## src/rtl/key_chatter_filter_core_assert.svh

```systemverilog
// Assertion macros for the key chatter filter core.
`ifndef KEY_CHATTER_FILTER_CORE_ASSERT_SVH
`define KEY_CHATTER_FILTER_CORE_ASSERT_SVH

// Same-cycle implication, disabled while reset is asserted.
`define KCF_ASSERT_NOW(label, clk, rst_n, ante, cons, msg) \
    label: assert property (@(posedge clk) disable iff (!rst_n) (ante) |-> (cons)) \
        else $error(msg);

// Next-cycle implication, disabled while reset is asserted.
`define KCF_ASSERT_NEXT(label, clk, rst_n, ante, cons, msg) \
    label: assert property (@(posedge clk) disable iff (!rst_n) (ante) |=> (cons)) \
        else $error(msg);

`endif

```

## src/rtl/kcf_ram.sv

```systemverilog
// Generic single-write, single-read RAM with registered read (read-first).
module kcf_ram #(
    parameter int WIDTH = 32,
    parameter int DEPTH = 128
) (
    input  logic                     i_clk,
    input  logic                     i_we,
    input  logic [$clog2(DEPTH)-1:0] i_waddr,
    input  logic [WIDTH-1:0]         i_wdata,
    input  logic                     i_re,
    input  logic [$clog2(DEPTH)-1:0] i_raddr,
    output logic [WIDTH-1:0]         o_rdata
);

    logic [WIDTH-1:0] r_mem [DEPTH];
    logic [WIDTH-1:0] r_rdata;

    always_ff @(posedge i_clk) begin
        if (i_we) begin
            r_mem[i_waddr] <= i_wdata;
        end
        if (i_re) begin
            r_rdata <= r_mem[i_raddr];
        end
    end

    assign o_rdata = r_rdata;

endmodule

```

## config.mk

```make
export PLATFORM = sky130hd
export DESIGN_NAME = kcf_ram
export DESIGN_NICKNAME = d
export VERILOG_FILES = /design/src/rtl/key_chatter_filter_core_assert.svh /design/src/rtl/kcf_ram.sv
export SDC_FILE = /design/constraint.sdc
export NUM_CORES = 2
export LEC_CHECK = 0
export BUFFER_PORTS_ARGS = -buffer_cell sky130_fd_sc_hd__buf_2
export CAP_MARGIN = 20
export CORE_MARGIN = 2
export CORE_UTILIZATION = 33
export DETAILED_ROUTE_END_ITERATION = 10
export HOLD_SLACK_MARGIN = 0.12
export SLEW_MARGIN = 25
export SYNTH_ARGS = -nofsm -noshare
export SYNTH_HDL_FRONTEND = slang
export SYNTH_SLANG_ARGS = --single-unit
```

## constraint.sdc

```tcl
create_clock -name i_clk -period 7.1 [get_ports i_clk]
set_clock_uncertainty 0.05 [all_clocks]
set_input_delay 0.355 -clock i_clk [delete_from_list [all_inputs] [get_ports i_clk]]
set_output_delay 0.355 -clock i_clk [all_outputs]
set_load 0.05 [all_outputs]
```

* Word level (Yosys, flattened, before mapping) *
Memory sizes are Yosys's and may differ from the RTL's. A register that Yosys moved wholly into a read port is not among the register bits.
Cells that the tools add are included.

word-level totals
  register bits = 0
  latch bits = 0
  bits in writable memories = 4,096
  bits in read-only memories = 0
  input port bits = 49
  output and inout bits = 32
  word-level logic and storage cells = 3
  memories kept = 1

memories
  name   depth  width  read ports  clocked after Yosys merged registers in  wr ports  line           source
  r_mem  128    32     1           1                                        1         kcf_ram.sv:15  logic [WIDTH-1:0] r_mem [DEPTH];

cells by class
  add/sub/neg operators = 0
  $mul = 0
  div/mod/pow operators = 0
  magnitude comparators = 0
  equality and inequality tests = 0
  shift operators = 0
  multiplexer cells = 2
  bitwise operators = 0
  reductions and logical operators = 0

operators with widths
  cell     count
  $mux W1  2

* Longest topological paths before layout *
  word-level depth = 2
  mapped depth = 8
  depth with buffers taken out = 4

* Least setup slack after synthesis *
No wires, ideal clock.

  path kind = in2reg
  from = input i_we
  to = memory r_mem[98][0], enable pin
  setup time = 0.461 ns
  data arrival time = 3.133 ns
  required time = 6.589 ns
  slack = 3.456 ns
  stages = 3
  buffers on the path = 1
  cell sequence = clkbuf_1 > nand4_1 > nor3_1

on the way
  word-level cells in the longest chain between the ends = 2

RTL lines
  what                           line           source
  from (decl)                    kcf_ram.sv:7   input logic i_we,
  $mux W1                        kcf_ram.sv:19  if (i_we) begin
  $mux W1 (implied by the code)  kcf_ram.sv:20  r_mem[i_waddr] <= i_wdata;
  to (decl)                      kcf_ram.sv:15

No other way between the ends.

==> impl_metrics.yaml <==
synth:
  synth_warnings: 0
  syn_avg_cell_area_um2: 26.1
  synth.net_count: 6039
  yosys.area_share.simple: 0.00445
  yosys_register_bits: 4128
  synth_fa_ha_area_frac: 0
  yosys-top-cells-area: "edfxtp_1, mux4_2, clkbuf_1"
  synth_xor_area_frac: 0
  synth-edff-count: 4128
  synth.most_common_cell: "edfxtp_1"
  mappedNetlistArea_um2: 157000
  synth.distinct_cells: 16
  syn_inst: 5990
  synth_compound_area_frac: 0
  synth_common_cells: "edfxtp_1, mux4_2, clkbuf_1"
  ys.flop_type: "edfxtp_1"
  synth_top_cell_by_area: "edfxtp_1"
  yosys.area.top_type_share: 0.792
  synthMuxAreaShare: 0.196
  synth_top_family_by_area: "multiplexers"
  async_flop_share: 0
  synth_seq_area_share: 0.792
outcome:
  status: "completed"
power:
  p_per_area_nw_per_um2: 277
  p_sw_w: 0.0107
  p_sw_frac: 0.217
  clockPowerShare: 0.401
  ir_drop_v: 0.000187
  pwr-share-comb: 0.054
  pwr-share-seq: 0.545
  p_int_w: 0.0389
  p_leak_nw: 53.7
global_route:
  grt_pass1_wl_mm: 593
  antenna_found_initial: 75
  grt_pass1_vias: 71800
  grt.total_usage: 0.177
  gr-total-overflow: 0
  grt_max_degree: 113
timing:
  hold_viol_final: 0
  slew_viol_final: 0
  rsz0062_at_grt: "no"
  worst_pin_slew_ns: 1.08
  min_period_ns: 3.43
  setup_viol: 0
  tns_ns: 0
  post-route-period-util: 0.483
  max-slew-margin-rel: 0.278
  max_freq_mhz: 292
floorplan:
  die_w_um: 693
  row_count: 252
  core_area_um2: 472000
  die_area_um2: 480000
  io_pins: 81
  die_height_um: 693
  initial_utilization: 0.332
cts:
  cts_tree: "done"
  cts_buffer_depth: 4
  worstSkewPairLatency_ns: 0.93
  cts_inserted_buffers: 397
  h-tree-depth: 5
  post_cts_buffers: 0
  cts_resized: 0
  clk_pin_slew_ns: 0.06
  root_buffer: "clkbuf_16"
  clock_sinks: 4128
layout:
  final_util: 0.380
  nFillCells: 41400
  drive_above_1_share: 0.348
  nNetsFinal: 6461
  syn2layout_area_growth_pct: 14.4
routing:
  wl_mm: 433
  via_per_inst: 5.48
  detail_route.wl_per_cell_um: 33.2
  drtIter0Drc: 11400
  dr.pass1.iters: 5
  drtAntennaViolNets: 0
  drc: 0
  vias: 71500
critical_path:
  required_ns: 7.71
  critPathLaunchType: "input port"
  critPathArrivalTime_ns: 4.04
  crit_path_end_kind: "flip-flop"
  worstPathMaxFanout: 68
  path_class: "in -> reg"
  ff2ff_path_depth: 4
min_path:
  min_path_type: "in -> reg"
  hold-path-cell-count: 3
job:
  maxCapViolations: 0
placement:
  post-dp-hpwl_mm: 235
  routabilityCongestion: 0.790
  portBuffers: 80
[metrics by stage]
stage | setup WS [ns] | hold WS, ns | area (um^2) | power [W] | instances
final | 3.67 | 0.195 | 179000 | 0.0496 | 13000
after global routing | 3.53 | 0.179 | 179000 | 0.0509 | 13000
after CTS | 3.65 | 0.121 | 179000 | 0.0499 | 12900
after detailed placement | 2.67 | 0.672 | 167000 | 0.0302 | 12200
after global placement | 2.70 | 0.660 | 167000 | 0.0302 | 12200
after floorplan | 3.46 | 0.404 | 157000 | 0.0289 | 5990
[layer usage]
layer | global-route usage | vias to the layer above | routed length (um)
li1 | - | 27400 | -
met1 | 0.237 | 39700 | 165000
met2 | 0.293 | 3725 | 213000
met3 | 0.0359 | 612 | 40300
met4 | 0.0501 | 28 | 13200
met5 | 0 | - | 586
[cell usage in the layout (no fill, tap or decap)]
master / Yosys / routed
nor2b_1: 7 / 7
edfxtp_1: 4128 / 4128
buf_4: 3 / 222
clkinv_2: 0 / 84
diode_2: 0 / 102
nor2_1: 122 / 3
inv_16: 0 / 4
dlygate4sd3_1: 0 / 36
clkinv_4: 0 / 1
buf_8: 0 / 3
clkbuf_16: 0 / 403
inv_6: 0 / 9
nand2_1: 14 / 11
clkinv_16: 0 / 1
buf_16: 0 / 1
nor3_2: 0 / 9
nand2_2: 0 / 3
mux2_2: 32 / 32
clkbuf_1: 182 / 85
nand4_1: 3 / 3
mux4_2: 1344 / 1344
buf_6: 2 / 6
inv_8: 0 / 1
nand3_1: 12 / 8
clkinvlp_4: 0 / 5
clkinv_1: 0 / 96
nand3_2: 0 / 4
nand2b_1: 2 / 2
buf_2: 79 / 42
nor2_4: 0 / 119
buf_12: 0 / 29
clkinv_8: 0 / 3
bufinv_16: 0 / 15
or3_1: 1 / 1
[worst paths after layout]
kind,startpoint,end,slack (ns)
worst min-delay path,i_waddr[0],r_mem[89][23]$_DFFE_PP_,0.19
worst max register to register,r_mem[63][22]$_DFFE_PP_,o_rdata[22]$_DFFE_PP_,4.22
worst max-delay path,i_raddr[0],o_rdata[15]$_DFFE_PP_,3.67
worst min register to register,r_mem[22][7]$_DFFE_PP_,o_rdata[7]$_DFFE_PP_,1.16
[sequential cells by signal, summed over array words and instances (netlist names)]
signal / cells
o_rdata: 32
r_mem: 4096
[repair_timing]
item                       in CTS  in global routing
hold endpoints to repair     1592                  0
setup endpoints to repair       0                  0
hold buffers                   36                  0
[critical path, stage by stage]
cell,delay [ns]
buf_12,0.42
buf_12,0.50
buf_12,0.37
mux4_2,0.55
mux4_2,0.57
mux4_2,0.62
mux2_2,0.31
[cells by family (layout without fill, tap and decap cells)]
group,count (synthesis),in the layout
DFF,4128,4128
muxes,1376,1376
buffers and inverters,316,1046
and+or+nand+nor,170,170
other,0,102
[cell type report]
class	count	area, um^2	share of cell area
Tap cell	6223	7790	0.0435
Antenna cell	102	255	0.00142
Timing Repair Buffer	339	2960	0.0165
Clock buffer	488	10400	0.0581
Multi-Input combinational cell	1546	32300	0.180
Sequential cell	4128	124000	0.692
Clock inverter	219	1530	0.00852
[power by group through the flow]
stage | logic, W | clock network (W) | registers (W)
3_3_place_gp | 0.00263 | 0 | 0.0275
3_5_place_dp | 0.00268 | 0 | 0.0275
5_1_grt | 0.00279 | 0.0211 | 0.0270
6_report | 0.00268 | 0.0199 | 0.0270
2_1_floorplan | 0.00130 | 0 | 0.0276
4_1_cts | 0.00271 | 0.0202 | 0.0270
No activity file was read; power rests on OpenSTA's default activity.
