### src/rtl/key_chatter_filter_core_assert.svh
// Assertion macros for the key chatter filter core.
`ifndef KEY_CHATTER_FILTER_CORE_ASSERT_SVH
`define KEY_CHATTER_FILTER_CORE_ASSERT_SVH

// Same-cycle implication, disabled while reset is asserted.
`define KCF_ASSERT_NOW(label, clk, rst_n, ante, cons, msg) \
    label: assert property (@(posedge clk) disable iff (!rst_n) (ante) |-> (cons)) \
        else $error(msg);

// Next-cycle implication, disabled while reset is asserted.
`define KCF_ASSERT_NEXT(label, clk, rst_n, ante, cons, msg) \
    label: assert property (@(posedge clk) disable iff (!rst_n) (ante) |=> (cons)) \
        else $error(msg);

`endif

### src/rtl/kcf_pkg.sv
// Shared types and constants for the key chatter filter.
package kcf_pkg;

    localparam int OP_W          = 2;
    localparam int KEY_CODE_W    = 7;
    localparam int KEY_SPAN      = 1 << KEY_CODE_W;
    localparam int CFG_IDX_W     = 2;
    localparam int CFG_DATA_W    = 24;
    localparam int OUT_ELAPSED_W = 32;

    localparam logic [OP_W-1:0] OP_PRESS    = 2'd0;
    localparam logic [OP_W-1:0] OP_RELEASE  = 2'd1;
    localparam logic [OP_W-1:0] OP_SET_HOLD = 2'd2;

    localparam logic [CFG_IDX_W-1:0] CFG_FILTER_ALL   = 2'd0;
    localparam logic [CFG_IDX_W-1:0] CFG_DEFAULT_HOLD = 2'd1;

    localparam logic [CFG_DATA_W-1:0] DEFAULT_HOLD_RESET = CFG_DATA_W'(40 * 1000);

    typedef struct packed {
        logic forward;
        logic rel_write;
        logic hold_write;
    } t_ctl;

endpackage

### src/rtl/kcf_check.sv
// Per-event decision: filter test, elapsed time, hold compare and write strobes.
module kcf_check #(
    parameter int TIME_BITS = 32,
    parameter int HOLD_BITS = 24
) (
    input  logic [kcf_pkg::OP_W-1:0]       i_op,
    input  logic                           i_filter_all,
    input  logic [kcf_pkg::CFG_DATA_W-1:0] i_default_hold,
    input  logic                           i_seen,
    input  logic                           i_present,
    input  logic [HOLD_BITS-1:0]           i_hold_val,
    input  logic [TIME_BITS-1:0]           i_now,
    input  logic [TIME_BITS-1:0]           i_last,
    output kcf_pkg::t_ctl                  o_ctl,
    output logic [TIME_BITS-1:0]           o_elapsed
);
    import kcf_pkg::*;

    localparam int TH_W  = (TIME_BITS > HOLD_BITS) ? TIME_BITS : HOLD_BITS;
    localparam int CMP_W = (TH_W > CFG_DATA_W) ? TH_W : CFG_DATA_W;

    logic                 w_filtered;
    logic [TIME_BITS-1:0] w_gap;
    logic [CMP_W-1:0]     w_hold;

    assign w_filtered = i_filter_all | i_present;
    assign w_gap      = i_now - i_last;
    // a zero per-key entry falls back to the default register
    assign w_hold     = (i_present && (i_hold_val != '0)) ? CMP_W'(i_hold_val)
                                                          : CMP_W'(i_default_hold);

    always_comb begin
        o_ctl     = '{forward: 1'b1, rel_write: 1'b0, hold_write: 1'b0};
        o_elapsed = '0;
        case (i_op)
            OP_PRESS: begin
                if (w_filtered && i_seen) begin
                    o_elapsed     = w_gap;
                    o_ctl.forward = (CMP_W'(w_gap) >= w_hold);
                end
            end
            OP_RELEASE: begin
                o_ctl.rel_write = w_filtered;
            end
            OP_SET_HOLD: begin
                o_ctl.forward    = 1'b0;
                o_ctl.hold_write = 1'b1;
            end
            default: begin
                o_ctl.forward = 1'b1;
            end
        endcase
    end

endmodule

### config.mk
export PLATFORM = sky130hd
export DESIGN_NAME = kcf_check
export DESIGN_NICKNAME = d
export VERILOG_FILES = /design/src/rtl/key_chatter_filter_core_assert.svh /design/src/rtl/kcf_pkg.sv /design/src/rtl/kcf_check.sv
export SDC_FILE = /design/constraint.sdc
export NUM_CORES = 1
export LEC_CHECK = 0
export BUFFER_PORTS_ARGS = -buffer_cell sky130_fd_sc_hd__buf_4
export CORE_UTILIZATION = 44
export DETAILED_ROUTE_END_ITERATION = 12
export PLACE_DENSITY = 0.93
export RECOVER_POWER = 50
export SYNTH_ARGS = -nofsm -noshare
export SYNTH_HDL_FRONTEND = slang
export SYNTH_SLANG_ARGS = --single-unit
### constraint.sdc
create_clock -name vclk -period 5.3
set_input_delay 1.06 -clock vclk [all_inputs]
set_output_delay 1.06 -clock vclk [all_outputs]
set_load 0.005 [all_outputs]
# Yosys cells after proc, flatten, opt, wreduce, memory -nomap -nowiden
# Index checks and enable logic that the tools add are counted.
[op_classes]
n_div = 0
n_lt_le_gt_ge = 1
n_reduce_logical = 4
add_sub_neg = 1
multipliers = 0
bitwise = 1
eq_ne = 2
n_mux = 7
shift = 0
[op_table]
columns = ["operator", "count"]
rows = [
  ["two-way mux 32 bit", 2],
  [">= comparator 32 x 24 -> 1 bit", 1],
  ["subtractor 32 bit", 1],
  ["two-way mux 24 bit", 1],
  ["nonzero test 24 bit", 1],
  ["two-way mux 1 bit", 3],
  ["== test 2 x 1 -> 1 bit (second input constant)", 1],
  ["== test 2 bit (second input constant)", 1],
  ["logical AND 1 bit", 2],
  ["logical NOT 2 bit", 1],
  ["one-hot mux 1 bit (2 select lines)", 1],
  ["bitwise OR 1 bit", 1],
]
[totals]
wordCells = 16
mem_bits_ro = 0
memories = 0
mem_bits_rw = 0
regBits = 0
in_bits = 117
latchBits = 0

# Logic depth before layout (Yosys ltp)
[depth]
depth_word = 6
mapped_depth = 20
depth_no_buf = 20

# Least setup slack after synthesis
# No wires, ideal clock.
[synth_timing]
path_kind = "input -> output"
from = "in i_last[4]"
to = "out o_ctl[2] (netlist bit)"
cell_stages = 19
path_buffers = 0
setup_slack_ns = -0.174
t_arrival_ns = 4.414
path_cell_list = "inv_1 ha_1 a21o_1 or3_1 o21a_1 a21o_1 a21oi_1 o21ai_0 a21oi_1 xnor2_1 ha_1 a21o_1 a21o_1 a21oi_1 o21ai_0 a2111oi_0 nand4_1 nor4b_2 a21oi_1"
[synth_rtl]
columns = ["element", "line", "rtl"]
rows = [
  ["start, declared", "kcf_check.sv:13", "input logic [TIME_BITS-1:0] i_last,"],
  ["end, declared", "kcf_check.sv:14", "output kcf_pkg::t_ctl o_ctl,"],
]

==> Implementation_results.wiki <==
{| class="wikitable"
! Metric !! Value
|-
| Result of the run || complete, but fails checks
|-
| Failing checks || setup timing
|-
| Max Cap Violations || 0
|-
| Residual DRC || 0
|-
| Final setup viols || 1
|-
| Share of synthesized area spent on multiplexers || under 10%
|-
| Footprint of the multi-input gates || 0.00277 mm2
|-
| Most frequent cell on the critical path || buf_4
|-
| Count of TritonRoute iterations in the first routing pass || 5
|-
| Per-cell via count in the routed design || 5.84
|-
| Required time of the critical path || between 4 and 5 ns
|-
| Post-layout total power || roughly 0.6 mW
|-
| Worst Tran Pin Value || roughly 0.69 ns
|-
| Final clock period utilization by the worst path || 108%
|-
| Power density of the placed cells || between 100 and 150 mW/mm2
|-
| Most frequent standard cell in the layout excluding fill and tap cells || buf_4
|-
| Cell types occupying the most area after synthesis || ha_1 (24%), mux2i_1 (8.0%), a21oi_1 (6.6%), and2_1 (5.7%), inv_1 (5.6%)
|-
| Main combinational cell family by area after synthesis || compound AO/OA/AOI/OAI gates
|-
| First DRT Iteration DRCs || 311
|-
| Number of nets with antenna violations after routing || 0
|-
| Unrepaired setup endpoints after global routing || true
|-
| Core box area || between 0.006 and 0.007 mm2
|-
| Post-layout minimum cycle time || 5.72 ns
|-
| Library cell with the largest summed area after synthesis || ha_1
|-
| Die footprint || ~0.0069 mm2
|-
| Via count of the first global-routing pass || about 3,900
|-
| Worst min-delay path class || in -> out
|-
| Leading cell types in the layout, fill and taps excluded || buf_4 (210), ha_1 (52), inv_1 (40)
|-
| Number of standard cells after synthesis || 404
|-
| Synthesis-to-layout area growth || 62.6%
|-
| Summed instance area of the synthesized netlist || roughly 0.0029 mm2
|-
| Synth top area share || 23.9%
|-
| Number of standard-cell rows in the floorplan || 29
|-
| Static Leakage || ~2.5 nW
|-
| Total buffers and inverters traversed by the critical path || 5
|-
| Placed Instance Area || ~0.0046 mm2
|-
| Total of fill cells in the finished design || about 430
|-
| Pin count of the biggest net entering global routing || 15
|-
| Global route total overflow || 0
|-
| Worst-path cell chain || buf_6, inv_4, ha_4, a21o_1, or3_4, o21a_1, buf_4, buf_4, and3_1, nor2b_1, xnor2_1, ha_1, a21oi_1, nor2b_1, o21ai_0, o21ai_0, o41ai_2, nand4_1, nor4b_2, a21oi_1, buf_4
|-
| Sort of element at the end of the critical path || output pin
|-
| Worst setup slack after layout || -0.421 ns
|-
| Max incr delay on CP || between 0.3 and 0.4 ns
|-
| CP max stage cell || or3_4
|-
| Syn_area_per_cell || between 7 and 8 um2
|-
| Startpoint Class || input pin
|-
| Highest attainable clock frequency || 175 MHz
|-
| Proportion of layout cells with a drive suffix above 1 || 41.6%
|-
| Count of synthesis-stage warnings from yosys || 0
|-
| Critical path class || in -> out
|-
| Max-slew violations || 0
|-
| Fraction of the mapped netlist area in adder cells || 24.6%
|-
| Number of clock buffers in the layout || 0
|-
| Xor/xnor cell area share of the yosys netlist || around 8.5%
|-
| Die height || 82.8 um
|-
| Post-detailed-placement half-perimeter wirelength || 9210 um
|-
| Starting Density || 45.5%
|-
| Average routed wire per standard cell || around 16 um
|-
| Number of top-level design ports || around 150
|-
| Critical Path AT || between 4 and 5 ns
|-
| Worst IR drop on VDD || a little under 60 uV
|-
| Wire length of the first global-routing pass || 17,800 um
|-
| Layout net count || roughly 780
|-
| Finished layout cell area || between 0.004 and 0.005 mm2
|-
| Placer Congestion || roughly 0.97
|-
| DR vias || around 4,000
|-
| Syn Nets || slightly below 600
|-
| Sequential cells || 0
|-
| Fraction of the mapped netlist area in compound gates || a little over a quarter
|-
| Sequential cell area || 0 um2
|-
| Crit-path max FO || 3
|-
| Total routing usage reported by global routing || 30.4%
|-
| Overall die width || around 83 um
|-
| Part of the Yosys area used for sequential elements || 0%
|-
| Simple-gate area share of the yosys netlist || between 20% and 30%
|-
| Antenna cells || 0
|-
| Unique cell type count in the Yosys netlist || 56
|-
| Number of antenna violations at the first check in global routing || 0
|-
| Worst slew slack as a fraction of its limit || 53.7%
|-
| Final Hold Fails || 0
|-
| Count of port buffers added during placement || 152
|-
| Final Routed Wirelength || around 11,000 um
|-
| Gate family responsible for the most delay along the worst path || compound AO/OA/AOI/OAI gates
|}
## layout make-up
class | instances | share of cell area (%)
inverters | 43 | 3.51
multi-input cells | 348 | 59.3
well taps | 77 | 2.06
repair buffers | 217 | 35.1
## repair_timing
action / CTS / global route
pin swaps: 33 / 12
setup endpoints to repair: 1 / 1
gates resized for setup: 22 / 7
hold buffers: 0 / 0
setup buffers: 4 / 0
## cell families after synthesis
logic type      after synthesis
xor+xnor                     28
compound gates              117
mux                          24
buf+inv                      56
fa+ha+maj                    56
simple gates                123
## cell usage after synthesis (2+ instances only)
| master | n |
|---|---|
| a2111oi_0 | 2 |
| a211o_1 | 2 |
| a211oi_1 | 3 |
| a21o_1 | 14 |
| a21oi_1 | 38 |
| a31oi_1 | 2 |
| and2_1 | 26 |
| and3_1 | 4 |
| clkbuf_1 | 10 |
| ha_1 | 55 |
| inv_1 | 43 |
| mux2i_1 | 23 |
| nand2_1 | 18 |
| nand2b_1 | 6 |
| nand3_1 | 6 |
| nand4_1 | 9 |
| nor2_1 | 19 |
| nor2b_1 | 4 |
| nor3_1 | 5 |
| nor4_1 | 10 |
| o211ai_1 | 9 |
| o21a_1 | 7 |
| o21ai_0 | 20 |
| o21ai_1 | 2 |
| o21ai_2 | 2 |
| o21bai_1 | 2 |
| o22ai_1 | 2 |
| o31ai_1 | 2 |
| or3_1 | 6 |
| xnor2_1 | 18 |
| xor2_1 | 10 |
## metal layers
metal  global-route usage (%)  share of wire, %
met3                     4.57               9.0
met4                     7.05               3.0
met2                     54.8                49
met1                     37.8                39
met5                        0                 0
## final timing paths
check,cells after the start,slack [ns],from,endpoint
worst max-delay path,21,-0.42,i_last[4],o_ctl[2]
worst min-delay path,3,2.40,i_op[1],o_ctl[1]
## power by group
group / internal (mW) / switching, mW
combinational: 0.298 / 0.287
clock: 0 / 0
sequential: 0 / 0
## through the flow
| step | hold slack, ns | TNS (ns) | setup WS, ns | util, % | std cells |
|---|---|---|---|---|---|
| 6_report | 2.40 | -0.421 | -0.421 | 74.0 | 685 |
| 4_1_cts | 2.39 | -0.513 | -0.513 | 73.7 | 685 |
| 3_5_place_dp | 2.39 | -0.612 | -0.612 | 72.1 | 681 |
| 2_1_floorplan | 2.15 | 0 | 0.00453 | - | 404 |
| 3_3_place_gp | 2.38 | -0.453 | -0.453 | 72.1 | 681 |
| 5_1_grt | 2.41 | -0.584 | -0.584 | 74.0 | 685 |
Power figures use the tool's default switching activity.
